===== src/design/bada_div.sv =====
// Restoring divider, one quotient bit per cycle.
`timescale 1ns / 1ps
module bada_div #(
  parameter int NW = 24,
  parameter int DW = 22
) (
  input  logic          clk,
  input  logic          rst_n,
  input  logic          start,
  input  logic [NW-1:0] num,
  input  logic [DW-1:0] den,
  output logic          busy,
  output logic          done,
  output logic [NW-1:0] quo,
  output logic [DW-1:0] rem
);

  localparam int CNT_W = $clog2(NW + 1);

  logic             busy_r;
  logic             done_r;
  logic [CNT_W-1:0] cnt_r;
  logic [NW-1:0]    quo_r;
  logic [DW-1:0]    rem_r;
  logic [DW-1:0]    den_r;
  logic [DW:0]      trial;
  logic [DW:0]      diff;
  logic             ge;

  always_comb begin
    trial = {rem_r, quo_r[NW-1]};
    ge    = trial >= {1'b0, den_r};
    diff  = trial - {1'b0, den_r};
  end

  always_ff @(posedge clk) begin
    if (!rst_n) begin
      busy_r <= 1'b0;
      done_r <= 1'b0;
      cnt_r  <= '0;
    end else begin
      done_r <= 1'b0;
      if (start) begin
        busy_r <= 1'b1;
        cnt_r  <= CNT_W'(NW);
      end else if (busy_r) begin
        cnt_r <= cnt_r - CNT_W'(1);
        if (cnt_r == CNT_W'(1)) begin
          busy_r <= 1'b0;
          done_r <= 1'b1;
        end
      end
    end
  end

  always_ff @(posedge clk) begin
    if (start) begin
      quo_r <= num;
      rem_r <= '0;
      den_r <= den;
    end else if (busy_r) begin
      quo_r <= {quo_r[NW-2:0], ge};
      rem_r <= ge ? diff[DW-1:0] : trial[DW-1:0];
    end
  end

  assign busy = busy_r;
  assign done = done_r;
  assign quo  = quo_r;
  assign rem  = rem_r;

endmodule


===== config.mk =====
export PLATFORM = sky130hd
export DESIGN_NAME = bada_div
export DESIGN_NICKNAME = d
export VERILOG_FILES = /design/src/design/bada_div.sv
export SDC_FILE = /design/constraint.sdc
export NUM_CORES = 1
export LEC_CHECK = 0
export BUFFER_PORTS_ARGS = -buffer_cell sky130_fd_sc_hd__buf_2
export CAP_MARGIN = 20
export CORE_MARGIN = 2
export CORE_UTILIZATION = 39
export CTS_BUF_LIST = sky130_fd_sc_hd__clkbuf_4 sky130_fd_sc_hd__clkbuf_8 sky130_fd_sc_hd__clkbuf_16
export CTS_CLUSTER_DIAMETER = 200
export DETAILED_ROUTE_END_ITERATION = 10
export PLACE_DENSITY = 0.66
export REMOVE_ABC_BUFFERS = 1
export SYNTH_ARGS = -nofsm -noshare
export SYNTH_HDL_FRONTEND = slang
export SYNTH_SLANG_ARGS = --single-unit

===== constraint.sdc =====
create_clock -name clk -period 4.2 [get_ports clk]
set_input_delay 1.26 -clock clk [delete_from_list [all_inputs] [get_ports clk]]
set_output_delay 1.26 -clock clk [all_outputs]
set_load 0.05 [all_outputs]

==> key figures, run 1 <==
Timing
  • Fin crit period: about 2.8 ns
  • Total Negative Setup Slacks: 0 ns
  • Final Cycle Share: 0.674
  • Clock skew: approximately 0.012 ns
  • Setup violations, final: 0
  • RSZ-0062 raised after global routing: no
  • Slew Limit Fails: 0
  • Headroom to the max-slew limit: 0.387
  • Fmax: 353 MHz
  • Final hold violations: 0
  • Tightest Pin Transition: roughly 0.92 ns
  • Final WS setup: 1.37 ns

Setup path
  • Crit Path Max Fanout: 20
  • Stages on worst setup path: 9
  • Setup slack, reg-to-reg: between 1 and 1.5 ns
  • CP top delay family: compound AO/OA/AOI/OAI gates
  • Crit start category: register
  • FF-to-FF End: rem[12]
  • CP dominant cell by count: a211oi_1
  • Reg-to-Reg Start: rem[3]
  • CP Launch Point: rem[3]
  • Slowest stage cell, crit path: a31o_1
  • Worst EP required: 4.40 ns
  • Buffer and inverter count on the worst path: 1
  • Max incr delay on CP: about 0.54 ns
  • CP Cell Sequence: ha_1 -> a21o_1 -> a211oi_1 -> nand4b_1 -> nand3_1 -> a31o_1 -> buf_12 -> mux2i_1 -> a211oi_1
  • R2r worst-path depth: 9
  • Setup crit end: rem[12]
  • Worst Path Class, Setup: reg -> reg
  • Worst Setup End Kind: register
  • WP data arrival: a little over 3 ns

Die
  • Die area: about 11000 sq um
  • Die X: about 110 um
  • Die H: ~110 um
  • CORE AREA: ~10000 sq um
  • IO Pins: 97
  • Initial Util: 0.397
  • FP Rows: 37

Routing
  • Post-route ant nets: 0
  • Starting DRT DRC Count: 102
  • Vias per inst: 5.16
  • Wire per inst: 14.6 um
  • DRC: 0
  • Drt first pass iters: 4
  • Vias after detailed routing: around 3100
  • Final wirelength: 8.88 mm

Logic synthesis
  • Syn. warnings: 0
  • Top cells by area in the synthesized netlist: edfxtp_1 34%, dfxtp_1 14%, ha_1 7.4%
  • Ys async rst share: 0
  • Dominant synthesized flop cell: edfxtp_1
  • Syn Area/Cell: ~11 sq um
  • Synth top cells by count: 46 x edfxtp_1, 30 x inv_1, 29 x dfxtp_1, 29 x nor2_1, 28 x a21oi_1
  • Post-synth EDFFs: 46
  • Area share of the largest cell type after synthesis: 0.340
  • Register area share after synthesis: 0.483
  • Synth Cell Area: between 4000 and 5000 sq um
  • Syn Inst Count: around 370
  • Area leader, netlist: edfxtp_1
  • Unique masters post-synth: 51
  • Register bit count reported by yosys: 75
  • Count leader, synth: edfxtp_1

Placement
  • HPWL after detailed placement: between 6 and 7 mm
  • Placement Setup Slack: about 1.4 ns
  • Placed cells: 594
  • Count of input and output buffers: 96
  • Final Wtd Congestion: approximately 0.84
  • Placed cell area: 4680 sq um

Global routing
  • First-pass GRT wire length: 15.0 mm
  • Gr ovfl total: 0
  • Initial antenna violation count: 0
  • GRT Util Overall: 0.169
  • Largest net degree at the start of global routing: 65
  • Vias in the first global route: ~3200

Pwr
  • Total chip power: just under 0.002 W
  • Comb power frac: 0.229
  • Flop pwr share: 0.444
  • Cell Int Power: between 0.001 and 0.0015 W
  • Clock power frac: 0.327
  • Pwr Density: approximately 400 nW/um^2
  • Leak: approximately 2.2 nW
  • Peak supply drop: around 0.21 mV
  • Switching Share: 0.316
  • Sw power: 0.000625 W

Min path
  • Hold Crit Class: reg -> reg

Clock network
  • Clock tree from TritonCTS: built
  • H-tree Lvls: 3
  • Hold buffer count at CTS: 0
  • Root Buffer: clkbuf_8
  • Worst-path clk slew: about 0.09 ns
  • CTS buffer count: 9
  • Postcts setup bufs: 0
  • Clock sink total: 75
  • CTS resizes: 0
  • Clock buffer depth: 2
  • Worst-Skew Late Latency: 0.36 ns

Cells and area
  • Nets: roughly 540
  • Non-Filler Cell Area, Final: about 5000 sq um
  • Antenna Cells: 0
  • Fillers: roughly 970
  • Layout cell share with drive strength beyond 1: 0.333
  • Finished Layout Cells: between 600 and 700
  • Syn-to-layout area delta: 20.7%

Outcome
  • Status: finished, final reports clean

Run
  • Max-cap violations: 0
==> flip-flops by register name, indices dropped and copies added, names as in the netlist <==
| name | count |
|---|---|
| quo | 24 |
| rem | 22 |
| done | 1 |
| cnt_r | 5 |
| den_r | 22 |
| busy | 1 |
==> worst register-to-register path, stage by stage (launching register included) <==
cell      delay [ns]
dfxtp_1         0.34
ha_1            0.37
a21o_1          0.21
a211oi_1        0.29
nand4b_1        0.22
nand3_1         0.14
a31o_1          0.54
buf_12          0.26
mux2i_1         0.22
a211oi_1        0.08
==> cell usage in the layout (no fill, tap or decap), types with 7 or more instances in the layout <==
| cell | Yosys | layout |
|---|---|---|
| mux2i_1 | 9 | 9 |
| buf_2 | 1 | 96 |
| xor2_1 | 13 | 13 |
| nor3_1 | 8 | 8 |
| nand2_1 | 15 | 15 |
| o21ai_0 | 9 | 9 |
| clkbuf_8 | 0 | 9 |
| inv_1 | 30 | 30 |
| o21ai_1 | 7 | 7 |
| a21oi_1 | 28 | 28 |
| xnor2_1 | 10 | 10 |
| nor2_1 | 29 | 29 |
| edfxtp_1 | 46 | 46 |
| a21o_1 | 9 | 9 |
| ha_1 | 24 | 24 |
| a211oi_1 | 11 | 11 |
| dfxtp_1 | 29 | 29 |
| mux2_2 | 23 | 23 |
==> how the worst min path moves through the flow <==
stage / start / end / slack (ns) / depth (start not counted)
after global routing: cnt_r[1] / cnt_r[1] / 0.52 / 2
final: cnt_r[1] / cnt_r[1] / 0.50 / 2
after floorplan: cnt_r[1] / cnt_r[1] / 0.47 / 2
after detailed placement: cnt_r[1] / cnt_r[1] / 0.49 / 2
after CTS: cnt_r[1] / cnt_r[1] / 0.50 / 2
after global placement: rem[13] / rem[13] / 0.48 / 2
==> power groups by stage <==
stage / sequential [W] / combinational [W] / clock (W)
global placement: 0.000893 / 0.000449 / 0
floorplan: 0.00102 / 0.000211 / 0
global route: 0.000886 / 0.000496 / 0.000687
finish: 0.000878 / 0.000453 / 0.000647
CTS: 0.000879 / 0.000456 / 0.000658
detailed placement: 0.000894 / 0.000455 / 0
==> cells by family (layout without fill, tap and decap cells) <==
group	after synthesis	after routing	share of synthesized area
multiplexers	32	32	0.0859
adder cells (fa/ha/maj)	25	25	0.0788
XOR/XNOR	23	23	0.0496
flip-flops	75	75	0.483
AO/OA/AOI/OAI	92	92	0.157
AND/OR/NAND/NOR	81	81	0.0985
buffers and inverters	43	146	0.0477
==> through the flow <==
step                utilization  hold slack [ns]
finish                    0.479            0.504
global route              0.479            0.519
detailed placement        0.457            0.491
global placement          0.457            0.482
CTS                       0.479            0.503
floorplan                     -            0.468
==> routing by layer <==
layer  up-vias  share of wire  GRT usage
li1       1553              -          -
met1      1457           0.44      0.209
met2       119           0.45      0.264
met3        17          0.091     0.0693
met4         0          0.017     0.0620
met5         -              0          0
==> area by class of cell <==
cell class	instances	area, sq um	share of cell area
clock buffer	10	131	0.0268
inverter	30	113	0.0230
timing repair buffer	100	523	0.107
multi-input combinational	253	1910	0.389
tap	136	170	0.0347
clock inverter	6	96.3	0.0196
sequential	75	1960	0.400
No activity file was read; power rests on OpenSTA's default activity.
==> inputs of run 2 (changes only) <==
clock period = 2.8 ns   (was 4.2 ns; I/O delays follow)
==> run 2 against run 1 <==
Maximum frequency grew 4.6%. Die area is the same. First-iteration DRC count grew 2.0%.
==> key figures, run 2 (same netlist as run 1, synthesis figures left out) <==
Routing
  • Drt first pass iters: 4
  • Vias after detailed routing: roughly 3200
  • Vias per inst: 5.13
  • Wire per inst: about 15 um
  • Final wirelength: between 9 and 10 mm
  • Starting DRT DRC Count: between 100 and 150
  • Post-route ant nets: 0
  • DRC: 0

Setup path
  • Crit Path Max Fanout: 4
  • WP data arrival: around 3.0 ns
  • Max incr delay on CP: approximately 0.4 ns
  • Worst Setup End Kind: register
  • Crit start category: register
  • Buffer and inverter count on the worst path: 2
  • Worst EP required: 3.05 ns
  • Slowest stage cell, crit path: edfxtp_1
  • CP top delay family: compound AO/OA/AOI/OAI gates
  • CP Cell Sequence: inv_1 -> ha_2 -> inv_2 -> fa_2 -> a21o_1 -> a221o_1 -> nand3b_1 -> a31o_2 -> a21oi_2 -> xnor2_1 -> mux2i_1 -> a211oi_1
  • Worst Path Class, Setup: reg -> reg

Pwr
  • Pwr Density: 580 nW/um^2
  • Leak: between 2 and 2.5 nW
  • Peak supply drop: 0.408 mV

Die
  • IO Pins: 97
  • Initial Util: 0.397
  • Die area: 11300 sq um
  • CORE AREA: 10200 sq um
  • FP Rows: 37
  • Die X: 106 um
  • Die H: 106 um

Cells and area
  • Syn-to-layout area delta: 22.3%
  • Most frequent cells in the layout: 96 x buf_2, 46 x edfxtp_1, 29 x nor2_1, 29 x inv_1, 29 x dfxtp_1
  • Non-Filler Cell Area, Final: 4970 sq um
  • Finished Layout Cells: 616
  • Max FFs per register: 24
  • Antenna Cells: 0
  • Layout cell share with drive strength beyond 1: 0.356
  • Fillers: 950
  • Commonest non-fill, non-tap cell in the layout: buf_2
  • Nets: between 500 and 600

Clock network
  • H-tree Lvls: 3
  • Root Buffer: clkbuf_8
  • Clock sink total: 75
  • Clock buffer depth: 2
  • Worst-Skew Late Latency: approximately 0.35 ns
  • Clock tree from TritonCTS: built
  • CTS buffer count: 9
  • Worst-path clk slew: 0.09 ns

Global routing
  • GRT Util Overall: 0.166
  • Initial antenna violation count: 0
  • First-pass GRT wire length: around 15 mm
  • Gr ovfl total: 0
  • Vias in the first global route: 3231
  • Largest net degree at the start of global routing: 65

Timing
  • Headroom to the max-slew limit: 0.414
  • Final hold violations: 0
  • Total Negative Setup Slacks: 0 ns
  • Slew Limit Fails: 0
  • Fmax: between 300 and 400 MHz
  • Fin crit period: roughly 2.7 ns
  • Setup violations, final: 0
  • Tightest Pin Transition: 0.876 ns
  • Clock skew: ~0.015 ns
  • Final WS setup: 0.0924 ns
  • Final Cycle Share: 0.967
  • RSZ-0062 raised after global routing: yes

Placement
  • Final Wtd Congestion: ~0.9
  • Count of input and output buffers: 96
  • Placed cells: 597
  • HPWL after detailed placement: about 6.5 mm
  • Placed cell area: about 4700 sq um
  • Placement Setup Slack: 0.0185 ns

Min path
  • Hold Crit Class: reg -> reg

Outcome
  • Status: finished, final reports clean

Run
  • Max-cap violations: 0
run 2: timing repair:
item / CTS / global route
hold buffers: 0 / 0
setup buffers: 1 / 2
hold endpoints to repair: 0 / 0
resized for setup: 1 / 6
setup endpoints to repair: 1 / 4
pin swaps: 0 / 10
run 2: final timing paths:
| check | start | end | slack [ns] | cells past startpoint |
|---|---|---|---|---|
| worst max-delay path | quo[23] | rem[12] | 0.09 | 12 |
| worst min-delay path | cnt_r[1] | cnt_r[1] | 0.49 | 2 |
| worst max register to register | quo[23] | rem[12] | 0.09 | 12 |
| worst min register to register | cnt_r[1] | cnt_r[1] | 0.49 | 2 |
run 2: where the power goes:
part,switching [W],internal [W],leakage (nW)
clock,0.000406,0.000457,0.100
sequential,0.0000531,0.00127,0.695
combinational,0.000445,0.000252,1.43
run 2: final cells by class:
cell class | count | area [sq um] | area share
clock buffer | 12 | 153 | 0.0307
timing repair buffer | 106 | 593 | 0.119
multi-input combinational | 253 | 1930 | 0.388
tap | 136 | 170 | 0.0342
clock inverter | 4 | 51.3 | 0.0103
inverter | 30 | 113 | 0.0226
sequential | 75 | 1960 | 0.395
run 2: per-layer routing:
layer / track usage / vias to the layer above / part of all wire
met5: 0 / - / 0
met3: 0.0595 / 12 / 0.083
met1: 0.211 / 1485 / 0.45
met2: 0.267 / 102 / 0.46
li1: - / 1560 / -
met4: 0.0498 / 0 / 0.011
run 2: worst reg2reg max path: stages (launching register included):
cell      delay (ns)
edfxtp_1        0.40
inv_1           0.08
ha_2            0.18
inv_2           0.04
fa_2            0.35
a21o_1          0.18
a221o_1         0.37
nand3b_1        0.19
a31o_2          0.26
a21oi_2         0.13
xnor2_1         0.13
mux2i_1         0.09
a211oi_1        0.20
run 2: metrics by stage:
step,hold WS (ns),power [W],utilization
5_1_grt,0.518,0.00303,0.486
3_3_place_gp,0.477,0.00202,0.462
6_report,0.494,0.00288,0.486
2_1_floorplan,0.468,0.00184,-
3_5_place_dp,0.488,0.00203,0.462
4_1_cts,0.497,0.00290,0.483
==> inputs of run 3 (changes only) <==
clock period = 3.1 ns   (was 2.8 ns; I/O delays follow)
==> run 3 against run 2 <==
Clock-buffer cell count decreased by 2. Sequential cell count unchanged. Total power down 11%. Clock power decreased by 11%. Combinational power decreased by 12%. Critical path depth unchanged. Core utilization is 0.82 points lower. Die area did not move. Sequential share of layout area grew 0.68 points. Worst hold slack improved by 0.0084 ns. Cell area decreased by 1.7%. Non-clock buffer count fell by 3. Critical path type unchanged. Critical endpoint unchanged. Largest cell class unchanged.
==> key figures, run 3 (same netlist as run 1, synthesis figures left out) <==
Global routing
  • First-pass GRT wire length: ~15 mm
  • Vias in the first global route: between 3000 and 4000
  • GRT Util Overall: 0.167
  • Gr ovfl total: 0
  • Initial antenna violation count: 0
  • Largest net degree at the start of global routing: 28

Routing
  • Final wirelength: 8.98 mm
  • Starting DRT DRC Count: 94
  • Post-route ant nets: 0
  • DRC: 0
  • Vias per inst: around 5
  • Drt first pass iters: 4
  • Vias after detailed routing: between 3000 and 4000
  • Wire per inst: about 15 um

Timing
  • Final hold violations: 0
  • Final Cycle Share: 0.901
  • Fin crit period: 2.79 ns
  • Fmax: ~360 MHz
  • RSZ-0062 raised after global routing: no
  • Slew Limit Fails: 0
  • Final hold slack: between 0.5 and 0.6 ns
  • Headroom to the max-slew limit: 0.581
  • Clock skew: 0.0114 ns
  • Setup violations, final: 0
  • Final WS setup: roughly 0.31 ns
  • Tightest Pin Transition: 0.627 ns

Clock network
  • CTS buffer count: 9
  • Worst-path clk slew: roughly 0.080 ns
  • Postcts setup bufs: 0
  • Clock buffer depth: 2
  • Clock tree from TritonCTS: built
  • Clock sink total: 75
  • Worst-Skew Late Latency: approximately 0.35 ns
  • Hold buffer count at CTS: 0
  • CTS resizes: 0
  • H-tree Lvls: 3
  • Root Buffer: clkbuf_8

Outcome
  • Status: finished, final reports clean

Min path
  • HP Start: cnt_r[1]
  • Hold endpoint: cnt_r[1]
  • Hold Crit Class: reg -> reg
  • Hold Path Stages: 2

Placement
  • HPWL after detailed placement: approximately 6.8 mm
  • Placed cell area: 4690 sq um
  • Placement Setup Slack: 0.339 ns
  • Final Wtd Congestion: between 0.9 and 1
  • Count of input and output buffers: 96

Setup path
  • WP data arrival: between 3 and 4 ns
  • Reg-to-Reg Start: quo[23]
  • FF-to-FF End: rem[12]
  • Crit start category: register
  • Crit Path Max Fanout: 4
  • Worst Path Class, Setup: reg -> reg
  • R2r worst-path depth: 12
  • Worst Setup End Kind: register
  • Setup slack, reg-to-reg: roughly 0.31 ns
  • Worst EP required: about 3.4 ns

Die
  • Die area: approximately 11000 sq um
  • CORE AREA: ~10000 sq um
  • Die X: between 100 and 150 um
  • FP Rows: 37
  • IO Pins: 97
  • Die H: around 110 um
  • Initial Util: 0.397

Pwr
  • Clock power frac: 0.299
  • Comb power frac: 0.237
  • Flop pwr share: 0.464
  • Cell Int Power: roughly 0.0018 W
  • Peak supply drop: between 0.2 and 0.3 mV
  • Switching Share: 0.319
  • Sw power: around 0.00082 W
  • Leak: approximately 2.2 nW
  • Total chip power: around 0.0026 W
  • Pwr Density: 527 nW/um^2

Cells and area
  • Final core utilization: 0.478
  • Commonest non-fill, non-tap cell in the layout: buf_2
  • Nets: between 500 and 600
  • Antenna Cells: 0
  • Max FFs per register: 24
  • Fillers: ~970
  • Layout cell share with drive strength beyond 1: 0.338
  • Syn-to-layout area delta: 20.3%
  • Non-Filler Cell Area, Final: ~4900 sq um
  • Most frequent cells in the layout: 96 x buf_2, 46 x edfxtp_1, 30 x inv_1

Run
  • Max-cap violations: 0
==> run 3: changes by cell type in the layout (fill, tap and decap cells not counted), sizes merged <==
cell,before,now
buf,106,103
clkbuf,12,10
clkinv,0,2
==> run 3: area by class of cell <==
| type | instances | area, sq um | area share |
|---|---|---|---|
| clock buffer | 10 | 138 | 0.0282 |
| clock inverter | 6 | 63.8 | 0.0131 |
| inverter | 30 | 113 | 0.0230 |
| multi-input combinational | 253 | 1910 | 0.391 |
| sequential | 75 | 1960 | 0.401 |
| tap | 136 | 170 | 0.0348 |
| timing repair buffer | 103 | 533 | 0.109 |
==> run 3: power groups by stage <==
stage	Clock [W]	Combinational, W	Sequential [W]
6_report	0.000771	0.000610	0.00119
2_1_floorplan	0	0.000286	0.00138
3_5_place_dp	0	0.000612	0.00122
5_1_grt	0.000834	0.000667	0.00121
3_3_place_gp	0	0.000605	0.00121
4_1_cts	0.000792	0.000614	0.00120
==> run 3: critical path: stages (launching register included) <==
cell	delay, ns
edfxtp_1	0.42
inv_1	0.08
ha_1	0.15
inv_1	0.05
fa_1	0.39
a21o_1	0.21
a221o_1	0.35
nand3b_1	0.19
a31o_2	0.25
a21oi_1	0.18
xnor2_1	0.13
mux2i_1	0.08
a211oi_1	0.23
==> run 3: worst max-delay path by stage <==
stage	startpoint	endpoint	slack, ns
final	quo[23]	rem[12]	0.31
after global routing	quo[23]	rem[12]	0.13
after CTS	quo[23]	rem[12]	0.32
after detailed placement	quo[23]	rem[12]	0.34
after global placement	quo[23]	rem[12]	0.39
after floorplan	rem[7]	rem[1]	-0.09
==> run 3: per-layer routing <==
| layer | vias up | global-route usage | wire [um] |
|---|---|---|---|
| met5 | - | 0 | 0 |
| met4 | 0 | 0.0686 | 110 |
| met3 | 9 | 0.0674 | 817 |
| met2 | 110 | 0.263 | 4100 |
| met1 | 1451 | 0.203 | 3950 |
| li1 | 1549 | - | - |
==> run 3: per-stage QoR <==
step	TNS, ns	cells
detailed placement	0	597
CTS	0	613
finish	0	613
global route	0	613
floorplan	-0.531	358
global placement	0	597
